$ cat src/rtl/core/hall_quadrature_pll_macros.svh
// assertion helpers shared by the tracker core
`ifndef HALL_QUADRATURE_PLL_MACROS_SVH
`define HALL_QUADRATURE_PLL_MACROS_SVH
`ifndef NO_ASSERTIONS
`define HQP_ASSERT(lbl, prop, msg) \
    lbl: assert property (@(posedge clk) disable iff (!rst_n) (prop)) else $error(msg);
`define HQP_ASSERT_NEXT(lbl, pre, post, msg) \
    lbl: assert property (@(posedge clk) disable iff (!rst_n) (pre) |=> (post)) else $error(msg);
`else
`define HQP_ASSERT(lbl, prop, msg)
`define HQP_ASSERT_NEXT(lbl, pre, post, msg)
`endif
`endif

$ cat src/rtl/core/hqp_pkg.sv
package hqp_pkg;

    localparam logic [63:0] HALF_PI_Q30 = 64'd1686629713;
    localparam logic [16:0] GAIN_ONE    = 17'd65536;

    localparam logic [30:0] PROP_GAIN_RST  = 31'd34178264;
    localparam logic [30:0] INTEG_GAIN_RST = 31'd437482;
    localparam logic [16:0] ERR_GAIN_RST   = 17'd15668;
    localparam logic [16:0] SPD_GAIN_RST   = 17'd813;

    localparam logic [1:0] REG_PROP_GAIN  = 2'd0;
    localparam logic [1:0] REG_INTEG_GAIN = 2'd1;
    localparam logic [1:0] REG_ERR_GAIN   = 2'd2;
    localparam logic [1:0] REG_SPD_GAIN   = 2'd3;

    // one datapath step per code, issued by the sequencer
    typedef enum logic [3:0] {
        OP_NONE,
        OP_CAPTURE,
        OP_SIN,
        OP_COS,
        OP_MUL_A,
        OP_MUL_B,
        OP_FILT_A,
        OP_FILT_B,
        OP_UPD_B,
        OP_ERR,
        OP_KI,
        OP_KP,
        OP_SPD,
        OP_FS,
        OP_DONE,
        OP_OUT
    } hqp_op_t;

    typedef struct packed {
        hqp_op_t op;
        logic    rom_cos;
    } hqp_cmd_t;

endpackage

$ cat src/rtl/core/hqp_ctrl.sv
`include "hall_quadrature_pll_macros.svh"

module hqp_ctrl
    import hqp_pkg::*;
(
    input  logic     clk,
    input  logic     rst_n,
    input  logic     in_valid,
    output logic     in_ready,
    input  logic     out_free,
    output hqp_cmd_t cmd
);

    localparam logic [3:0] ST_IDLE   = 4'd0;
    localparam logic [3:0] ST_SIN    = 4'd1;
    localparam logic [3:0] ST_COS    = 4'd2;
    localparam logic [3:0] ST_MUL_A  = 4'd3;
    localparam logic [3:0] ST_MUL_B  = 4'd4;
    localparam logic [3:0] ST_FILT_A = 4'd5;
    localparam logic [3:0] ST_FILT_B = 4'd6;
    localparam logic [3:0] ST_UPD_B  = 4'd7;
    localparam logic [3:0] ST_ERR    = 4'd8;
    localparam logic [3:0] ST_KI     = 4'd9;
    localparam logic [3:0] ST_KP     = 4'd10;
    localparam logic [3:0] ST_SPD    = 4'd11;
    localparam logic [3:0] ST_FS     = 4'd12;
    localparam logic [3:0] ST_DONE   = 4'd13;
    localparam logic [3:0] ST_OUT    = 4'd14;

    logic [3:0] state_reg;
    logic [3:0] state_next;

    assign in_ready = (state_reg == ST_IDLE);

    always_comb
    begin
        state_next  = state_reg;
        cmd.op      = OP_NONE;
        cmd.rom_cos = 1'b0;
        case (state_reg)
            ST_IDLE:
            begin
                if (in_valid)
                begin
                    cmd.op     = OP_CAPTURE;
                    state_next = ST_SIN;
                end
            end
            ST_SIN:
            begin
                cmd.op      = OP_SIN;
                cmd.rom_cos = 1'b1;
                state_next  = ST_COS;
            end
            ST_COS:
            begin
                cmd.op     = OP_COS;
                state_next = ST_MUL_A;
            end
            ST_MUL_A:
            begin
                cmd.op     = OP_MUL_A;
                state_next = ST_MUL_B;
            end
            ST_MUL_B:
            begin
                cmd.op     = OP_MUL_B;
                state_next = ST_FILT_A;
            end
            ST_FILT_A:
            begin
                cmd.op     = OP_FILT_A;
                state_next = ST_FILT_B;
            end
            ST_FILT_B:
            begin
                cmd.op     = OP_FILT_B;
                state_next = ST_UPD_B;
            end
            ST_UPD_B:
            begin
                cmd.op     = OP_UPD_B;
                state_next = ST_ERR;
            end
            ST_ERR:
            begin
                cmd.op     = OP_ERR;
                state_next = ST_KI;
            end
            ST_KI:
            begin
                cmd.op     = OP_KI;
                state_next = ST_KP;
            end
            ST_KP:
            begin
                cmd.op     = OP_KP;
                state_next = ST_SPD;
            end
            ST_SPD:
            begin
                cmd.op     = OP_SPD;
                state_next = ST_FS;
            end
            ST_FS:
            begin
                cmd.op     = OP_FS;
                state_next = ST_DONE;
            end
            ST_DONE:
            begin
                cmd.op     = OP_DONE;
                state_next = ST_OUT;
            end
            ST_OUT:
            begin
                // wait here while the previous result is still held
                if (out_free)
                begin
                    cmd.op     = OP_OUT;
                    state_next = ST_IDLE;
                end
            end
            default:
            begin
                state_next = ST_IDLE;
            end
        endcase
    end

    always_ff @(posedge clk or negedge rst_n)
    begin
        if (!rst_n)
        begin
            state_reg <= ST_IDLE;
        end
        else
        begin
            state_reg <= state_next;
        end
    end

    `HQP_ASSERT_NEXT(a_accept_starts, in_valid && in_ready, state_reg == ST_SIN, "request did not start")
    `HQP_ASSERT_NEXT(a_out_stall_holds, state_reg == ST_OUT && !out_free, state_reg == ST_OUT, "left output step early")
    `HQP_ASSERT(a_state_legal, state_reg <= ST_OUT, "illegal sequencer state")

endmodule
$ cat config.mk
export PLATFORM = sky130hd
export DESIGN_NAME = hqp_ctrl
export DESIGN_NICKNAME = d
export VERILOG_FILES = /design/src/rtl/core/hqp_pkg.sv /design/src/rtl/core/hqp_ctrl.sv
export VERILOG_INCLUDE_DIRS = /design/src /design/src/rtl/core
export SDC_FILE = /design/constraint.sdc
export NUM_CORES = 1
export LEC_CHECK = 0
export ABC_AREA = 1
export BUFFER_PORTS_ARGS = -buffer_cell sky130_fd_sc_hd__buf_2
export CAP_MARGIN = 40
export CORE_AREA = 4 4 41 43
export DETAILED_ROUTE_END_ITERATION = 8
export DIE_AREA = 0 0 45 47
export SLEW_MARGIN = 20
export SYNTH_ARGS = -nofsm -noshare
export SYNTH_HDL_FRONTEND = slang
export SYNTH_SLANG_ARGS = --single-unit
export TNS_END_PERCENT = 50
$ cat constraint.sdc
create_clock -name clk -period 1.6 [get_ports clk]
set_input_delay 0.32 -clock clk [delete_from_list [all_inputs] [get_ports clk]]
set_output_delay 0.32 -clock clk [all_outputs]
set_load 0.1 [all_outputs]
==> results of run 1 <==
==> final timing paths <==
| check | start | end | slack [ps] | cells after the start |
|---|---|---|---|---|
| worst min register to register | state_reg[0]$_DFFE_PN0P_ | state_reg[0]$_DFFE_PN0P_ | 590 | 1 |
| worst min-delay path | rst_n | state_reg[0]$_DFFE_PN0P_ | 420 | 2 |
| max in group asynchronous | rst_n | state_reg[3]$_DFFE_PN0P_ | 1040 | 2 |
| worst max register to register | state_reg[0]$_DFFE_PN0P_ | state_reg[1]$_DFFE_PN0P_ | 410 | 6 |
| min in group clk | in_valid | state_reg[0]$_DFFE_PN0P_ | 450 | 5 |
| worst max-delay path | state_reg[0]$_DFFE_PN0P_ | cmd[2] | -30 | 6 |
==> layer usage <==
metal	routed length [µm]	global-route usage, %	vias to the layer above
met4	19	7.018	0
met2	416	16.67	10
li1	-	-	172
met3	37	1.149	2
met1	285	10.11	149
met5	0	0	-
==> synthesized netlist by cell type <==
| master | count |
|---|---|
| sky130_fd_sc_hd__nand2_1 | 12 |
| sky130_fd_sc_hd__inv_1 | 6 |
| sky130_fd_sc_hd__nand3_1 | 6 |
| sky130_fd_sc_hd__dfrtp_1 | 4 |
| sky130_fd_sc_hd__nor2_1 | 4 |
| sky130_fd_sc_hd__nor2_2 | 2 |
| sky130_fd_sc_hd__nor3_1 | 2 |
| sky130_fd_sc_hd__o21ai_1 | 2 |
| sky130_fd_sc_hd__a21oi_1 | 1 |
| sky130_fd_sc_hd__clkinv_1 | 1 |
| sky130_fd_sc_hd__inv_2 | 1 |
| sky130_fd_sc_hd__nand3_2 | 1 |
| sky130_fd_sc_hd__nand3b_1 | 1 |
==> per-stage QoR <==
stage | TNS, ps | setup WS, ps | util (%) | hold WS [ps]
6_report | -52.07 | -30.74 | 46.35 | 423.4
5_1_grt | -435.8 | -106.2 | 46.35 | 435.3
4_1_cts | -160.2 | -45.09 | 42.79 | 411.8
3_5_place_dp | 0 | 80.10 | 35.67 | 128.9
3_3_place_gp | 0 | 117.7 | 35.67 | 128.3
2_1_floorplan | -790.6 | -195.1 | - | 24.41
==> area by class of cell <==
class                   instances  area share [%]
multi-input cells              31           40.25
well taps                      15           3.112
clock buffers                   3           3.734
repair buffers                 14           29.67
flip-flops and latches          4           17.43
inverters                       8           5.809
==> repair_timing <==
item	in CTS	in global routing
setup endpoints to repair	6	6
setup buffers	2	1
gates cloned	0	0
pin swaps	6	7
hold endpoints to repair	4	0
gates resized for setup	18	9
hold buffers	1	0
==> logic make-up after synthesis <==
| kind of cell | after synthesis | share of synthesized area (%) |
|---|---|---|
| AO/OA/AOI/OAI | 3 | 5.453 |
| AND/OR/NAND/NOR | 28 | 47.27 |
| flip-flops | 4 | 36.37 |
| buffers and inverters | 8 | 10.91 |
==> flow_summary.json, run 1 <==
{
  "outcome": "complete, but fails checks",
  "violations": "setup timing",
  "layout.filler_cells": 132,
  "grt_pass1_wl_um": 1400,
  "finalNetCount": 66,
  "crit_path_cell_trace": "nand2_4, inv_4, nor2_4, nand3_2, nand2_2, buf_12",
  "grt_setup_unrepaired": "yes",
  "clock-skew-final_ps": 3.634,
  "initial_core_util_pct": 21.15,
  "avgSynthCellArea_um2": 6.401,
  "timing.fmax_mhz": 613.2,
  "height_of_the_die_um": 47,
  "multi_input_comb_area_um2": 242.7,
  "synth_largest_area_cell": "sky130_fd_sc_hd__dfrtp_1",
  "die_w_um": 45,
  "ioPinCount": 10,
  "final_area_um2": 603.1,
  "post_route_cells_drive_above_1_share_pct": 68.33,
  "placed_area_um2": 464.2,
  "grt.total_usage_pct": 9.358,
  "drt_first_pass_iters": 4,
  "clkTransAtPathRegs_ps": 40,
  "crit_path_top_delay_cell": "sky130_fd_sc_hd__dfrtp_2",
  "post-route-worst-setup-slack_ps": -30.74,
  "synth_area_leaders": "sky130_fd_sc_hd__dfrtp_1 (36%), sky130_fd_sc_hd__nand2_1 (16%), sky130_fd_sc_hd__nand3_1 (11%), sky130_fd_sc_hd__inv_1 (8.2%), sky130_fd_sc_hd__nor2_1 (5.5%)",
  "period_minus_slack_ps": 1631,
  "critPathMaxStageDelay_ps": 480,
  "place_hpwl_um": 551.3,
  "cts_buffer_depth": 2,
  "grt_remaining_overflow": 0,
  "route.detailed.wl_per_inst_um": 10.11,
  "yosysSeqAreaShare_pct": 36.36,
  "crit_path_start_kind": "flop",
  "finalNonFillerCells": 75,
  "tritoncts_num_sinks": 4,
  "initialDrtViolationCount": 6,
  "maxSlewHeadroom_pct": 85.57,
  "cp-end-kind": "output port",
  "largest_register_ffs": 4,
  "final_hold_violations": 0,
  "num_antenna_cells": 0,
  "gpl.final_weighted_congestion": 0.7852,
  "insertion_delay_ps": 230,
  "post-synth-top-area-fraction_pct": 36.36,
  "synthCells": 43,
  "area_of_the_core_mm2": 0.001301,
  "tightest_slew_ps": 216.5,
  "ff_latch_area_um2": 105.1,
  "io_buffer_count": 9,
  "vias": 333,
  "largest_net_degree_at_the_start_of_global_routing": 7,
  "mappedNetlistNets": 47,
  "crit_path_max_fanout": 6,
  "type_of_the_tightest_min_delay_check": "input pin to asynchronous set/reset pin",
  "h_tree_levels": 1,
  "drv_cap": 0,
  "ys_warn_count": 0,
  "dieArea_mm2": 0.002115,
  "cts.root.buffer_cell": "sky130_fd_sc_hd__clkbuf_4",
  "crit_buf_inv": 2,
  "report.final.setup_viol": 3,
  "worstPathArrival_ps": 1310,
  "syn_to_final_growth_pct": 119.1,
  "share_of_the_clock_period_used_by_the_worst_path_after_layout_pct": 101.9,
  "final_cell_mix": "sky130_fd_sc_hd__nand2_1 (8), sky130_fd_sc_hd__buf_12 (6)",
  "count_of_distinct_cell_types_in_the_synthesized_netlist": 13,
  "number_of_global_route_vias_before_repair": 344,
  "critical_path_class": "flop to output port",
  "yosys_register_bits": 4,
  "place.detailed.instances": 68,
  "postRouteWirelength_um": 758,
  "route.antenna.remaining_nets": 0,
  "syn-cell-area_um2": 275.3,
  "initial_antenna_violation_count": 0,
  "row_count": 13,
  "final_common_cell": "sky130_fd_sc_hd__nand2_1",
  "route.detailed.vias_per_inst": 4.440,
  "cts_inserted_buffers": 3,
  "slew_violations": 0,
  "tritoncts": "built",
  "drc": 0,
  "worst_ep_required_time_ps": 1280,
  "worst_path_dominant_cell_family": "flip-flops"
}
Power of run 1 is left out: the tool's default activity adds up to more than one toggle a clock period on the data nets, which glitch-free logic cannot reach.
==> run 2, diff against run 1 <==
--- a/constraint.sdc
+++ b/constraint.sdc
@@ -3,2 +3,2 @@
 set_output_delay 0.32 -clock clk [all_outputs]
-set_load 0.1 [all_outputs]
+set_load 0.005 [all_outputs]
==> flow_summary.json, run 2 (synthesis results as in run 1) <==
{
  "outcome": "finished clean",
  "height_of_the_die_um": 47,
  "initialDrtViolationCount": 12,
  "clock-skew-final_ps": 0.3341,
  "worstPathArrival_ps": 1230,
  "layout.filler_cells": 154,
  "route.detailed.wl_per_inst_um": 9.827,
  "final_common_cell": "sky130_fd_sc_hd__nand2_1",
  "critPathMaxStageDelay_ps": 460,
  "grt_setup_unrepaired": "yes",
  "maxSlewHeadroom_pct": 88.14,
  "largest_register_ffs": 4,
  "dieArea_mm2": 0.002115,
  "crit_path_cell_trace": "buf_6, nor2_4, nand3_4, nand3_1, buf_2",
  "ff_latch_area_um2": 105.1,
  "final.setup.tns_ps": 0,
  "cts_inserted_buffers": 3,
  "clkTransAtPathRegs_ps": 40,
  "critical_path_class": "flop to output port",
  "final_hold_violations": 0,
  "final_cell_mix": "sky130_fd_sc_hd__nand2_1 (11), sky130_fd_sc_hd__buf_2 (9), sky130_fd_sc_hd__inv_1 (6), sky130_fd_sc_hd__nand3_1 (5), sky130_fd_sc_hd__dfrtp_2 (4)",
  "h_tree_levels": 1,
  "placed_area_um2": 339.1,
  "number_of_global_route_vias_before_repair": 306,
  "num_antenna_cells": 0,
  "slew_violations": 0,
  "cp-end-kind": "output port",
  "grt.total_usage_pct": 7.857,
  "finalNetCount": 66,
  "period_minus_slack_ps": 1547,
  "multi_input_comb_area_um2": 185.2,
  "crit_buf_inv": 2,
  "drc": 0,
  "drt_first_pass_iters": 4,
  "post-route-worst-setup-slack_ps": 52.80,
  "tritoncts": "built",
  "syn_to_final_growth_pct": 63.64,
  "crit_path_max_fanout": 6,
  "route.detailed.vias_per_inst": 4.373,
  "power.total_w": 0.001015,
  "grt_remaining_overflow": 0,
  "initial_antenna_violation_count": 0,
  "place_worst_setup_slack_ps": 251.1,
  "power.density_mw_per_mm2": 2254,
  "post_route_cells_drive_above_1_share_pct": 50.00,
  "grt_pass1_wl_um": 1166,
  "worst_path_dominant_cell_family": "flip-flops",
  "type_of_the_tightest_min_delay_check": "input pin to asynchronous set/reset pin",
  "ioPinCount": 10,
  "largest_net_degree_at_the_start_of_global_routing": 8,
  "route.antenna.remaining_nets": 0,
  "max-vdd-ir-drop_uv": 850.2,
  "tritoncts_num_sinks": 4,
  "tightest_slew_ps": 178.0,
  "power_leakage_nw": 0.2478,
  "row_count": 13,
  "postRouteWirelength_um": 737,
  "insertion_delay_ps": 230,
  "final_area_um2": 450.4,
  "die_w_um": 45,
  "report.final.setup_viol": 0,
  "crit_path_top_delay_cell": "sky130_fd_sc_hd__dfrtp_2",
  "share_of_the_clock_period_used_by_the_worst_path_after_layout_pct": 96.70,
  "timing.fmax_mhz": 646.3,
  "worst_ep_required_time_ps": 1280,
  "vias": 328,
  "cts.root.buffer_cell": "sky130_fd_sc_hd__clkbuf_4",
  "initial_core_util_pct": 21.15,
  "crit_path_start_kind": "flop",
  "cts_buffer_depth": 2,
  "gpl.final_weighted_congestion": 0.7208,
  "area_of_the_core_mm2": 0.001301,
  "io_buffer_count": 9,
  "drv_cap": 0
}
[run 2: path summary, 6_finish.rpt]
| kind | start | to | slack [ps] | cells past startpoint |
|---|---|---|---|---|
| worst max-delay path | state_reg[0]$_DFFE_PN0P_ | cmd[1] | 50 | 5 |
| worst min-delay path | rst_n | state_reg[3]$_DFFE_PN0P_ | 430 | 2 |
| worst max register to register | state_reg[0]$_DFFE_PN0P_ | state_reg[1]$_DFFE_PN0P_ | 520 | 5 |
| worst min register to register | state_reg[0]$_DFFE_PN0P_ | state_reg[0]$_DFFE_PN0P_ | 550 | 1 |
| max in group asynchronous | rst_n | state_reg[1]$_DFFE_PN0P_ | 1040 | 2 |
| min in group clk | out_free | state_reg[1]$_DFFE_PN0P_ | 460 | 3 |
[run 2: layout make-up]
class / count / share of cell area [%]
Timing Repair Buffer: 14 / 19.72
Sequential cell: 4 / 23.33
Clock buffer: 3 / 5.000
Inverter: 8 / 6.667
Multi-Input combinational cell: 31 / 41.11
Tap cell: 15 / 4.167
[run 2: power breakdown]
group / switching, W / internal [W] / leakage [nW]
logic: 0.000310 / 0.000296 / 0.191
clock network: 0.0000373 / 0.0000836 / 0.0138
registers: 0.000123 / 0.000166 / 0.0432
total: 0.000470 / 0.000545 / 0.248
[run 2: metal layers]
layer | global-route usage (%) | vias up | part of all wire, %
met5 | 0 | - | 0
met4 | 5.263 | 0 | 0
met3 | 3.448 | 0 | 1.8
met2 | 12.43 | 6 | 58
met1 | 8.525 | 149 | 40
li1 | - | 173 | -
[run 2: repair_timing]
item,in CTS,in global routing
hold endpoints to repair,4,0
setup endpoints to repair,1,6
pin swaps,0,5
setup buffers,0,4
hold buffers,1,0
gates resized for setup,1,14
[run 2: metrics by stage]
step | util (%) | hold WS, ps | std cells
2_1_floorplan | - | 24.41 | 43
3_3_place_gp | 26.06 | 126.9 | 67
3_5_place_dp | 26.06 | 126.8 | 67
4_1_cts | 28.75 | 408.5 | 71
5_1_grt | 34.62 | 434.0 | 75
6_report | 34.62 | 427.0 | 75
No activity file was read; power rests on OpenSTA's default activity.
==> run 3, diff against run 2 <==
Settings changed: SETUP_SLACK_MARGIN from default to 0.2.
==> flow_summary.json, run 3 (synthesis results as in run 1) <==
{
  "final_common_cell": "sky130_fd_sc_hd__nand2_1",
  "height_of_the_die_um": 47,
  "ioPinCount": 10,
  "postRouteWirelength_um": 819,
  "power.total_w": 0.001133,
  "outcome": "finished clean",
  "io_buffer_count": 9,
  "finalNetCount": 70,
  "r2r_depth": 5,
  "max-vdd-ir-drop_uv": 984.3,
  "worstPathArrival_ps": 1210,
  "cp-end-kind": "output port",
  "area_of_the_core_mm2": 0.001301,
  "route.detailed.wl_per_inst_um": 10.37,
  "timing.fmax_mhz": 652.9,
  "drc": 0,
  "grt_pass1_wl_um": 1414,
  "initialDrtViolationCount": 3,
  "cts_buffer_depth": 2,
  "critical_path_class": "flop to output port",
  "period_minus_slack_ps": 1532,
  "report.final.setup_viol": 0,
  "route.detailed.vias_per_inst": 4.481,
  "vias": 354,
  "type_of_the_tightest_min_delay_check": "input pin to asynchronous set/reset pin",
  "drv_cap": 0,
  "final_cell_mix": "sky130_fd_sc_hd__nand2_1 (11), sky130_fd_sc_hd__buf_2 (9), sky130_fd_sc_hd__buf_4 (7), sky130_fd_sc_hd__inv_1 (6)",
  "num_antenna_cells": 0,
  "power_leakage_nw": 0.2691,
  "power.density_mw_per_mm2": 2310,
  "layout.filler_cells": 146,
  "place.detailed.instances": 67,
  "syn_to_final_growth_pct": 78.18,
  "critical_path.reg2reg.endpoint": "state_reg[1]$_DFFE_PN0P_",
  "maxSlewHeadroom_pct": 88.75,
  "insertion_delay_ps": 230,
  "tritoncts": "built",
  "slew_violations": 0,
  "largest_net_degree_at_the_start_of_global_routing": 7,
  "tritoncts_num_sinks": 4,
  "initial_antenna_violation_count": 0,
  "drt_first_pass_iters": 2,
  "grt.total_usage_pct": 9.365,
  "post_route_cells_drive_above_1_share_pct": 60.94,
  "critical_path.reg2reg.startpoint": "state_reg[0]$_DFFE_PN0P_",
  "h_tree_levels": 1,
  "die_w_um": 45,
  "clock-skew-final_ps": 1.090,
  "dieArea_mm2": 0.002115,
  "grt_remaining_overflow": 0,
  "initial_core_util_pct": 21.15,
  "cts_inserted_buffers": 3,
  "row_count": 13,
  "tightest_slew_ps": 168.8,
  "largest_register_ffs": 4,
  "number_of_global_route_vias_before_repair": 363,
  "finalNonFillerCells": 79,
  "final_hold_violations": 0,
  "clkTransAtPathRegs_ps": 40,
  "timing.reg2reg.setup_slack_ps": 530,
  "grt_setup_unrepaired": "yes",
  "worst_ep_required_time_ps": 1280,
  "final.setup.tns_ps": 0,
  "route.antenna.remaining_nets": 0,
  "crit_path_start_kind": "flop",
  "cts.root.buffer_cell": "sky130_fd_sc_hd__clkbuf_4",
  "share_of_the_clock_period_used_by_the_worst_path_after_layout_pct": 95.73,
  "gpl.final_weighted_congestion": 0.7208,
  "crit_path_max_fanout": 5
}
## run 3: through the flow
stage	hold slack (ps)	utilization [%]	instance area [µm²]	worst slack (ps)
after floorplan	24.41	-	275.3	432.7
after global placement	126.9	26.06	339.1	259.8
after detailed placement	126.8	26.06	339.1	251.1
after CTS	408.5	35.48	461.7	90.25
after global routing	435.7	37.69	490.5	2.600
final	416.4	37.69	490.5	68.37
## run 3: critical path, cell delays in order, from the launching register on
cell                      delay, ps
sky130_fd_sc_hd__dfrtp_2        460
sky130_fd_sc_hd__nor2_4         160
sky130_fd_sc_hd__nand3_2        100
sky130_fd_sc_hd__nand3_2         90
sky130_fd_sc_hd__nand2_1         50
sky130_fd_sc_hd__buf_2          120
## run 3: worst max-delay path by stage
| stage | startpoint | to | slack, ps | cells past startpoint |
|---|---|---|---|---|
| 5_1_grt | state_reg[0]$_DFFE_PN0P_ | cmd[2] | 3 | 5 |
| 3_3_place_gp | state_reg[0]$_DFFE_PN0P_ | cmd[2] | 260 | 6 |
| 4_1_cts | state_reg[0]$_DFFE_PN0P_ | cmd[2] | 90 | 5 |
| 3_5_place_dp | state_reg[1]$_DFFE_PN0P_ | cmd[2] | 250 | 5 |
| 2_1_floorplan | state_reg[1]$_DFFE_PN0P_ | cmd[2] | 430 | 4 |
| 6_report | state_reg[0]$_DFFE_PN0P_ | cmd[2] | 70 | 5 |
## run 3: routing by layer
| metal | routed length (µm) | share of wire [%] | track usage, % |
|---|---|---|---|
| met1 | 321 | 39 | 9.217 |
| met2 | 485 | 59 | 16.95 |
| met3 | 12 | 1.5 | 3.448 |
| met4 | 0 | 0 | 5.263 |
| met5 | 0 | 0 | 0 |
## run 3: power breakdown
group / internal, W / switching, W / leakage, nW / total [W]
Combinational: 0.000376 / 0.000347 / 0.212 / 0.000723
Sequential: 0.000166 / 0.000123 / 0.0432 / 0.000289
Clock: 0.0000836 / 0.0000371 / 0.0138 / 0.000121
## run 3: area by class of cell
class	count	area (µm²)	share of cell area [%]
Multi-Input combinational cell	31	193.9	39.54
Sequential cell	4	105.1	21.43
Clock buffer	3	22.52	4.592
Tap cell	15	18.77	3.827
Timing Repair Buffer	18	118.9	24.23
Inverter	8	31.28	6.378
## run 3: what timing repair did
action	CTS	global route
hold endpoints to repair	4	0
endpoints found under the setup margin	6	6
buffers inserted	6	2
pin swaps	8	2
resized for setup	15	3
hold buffers	1	0
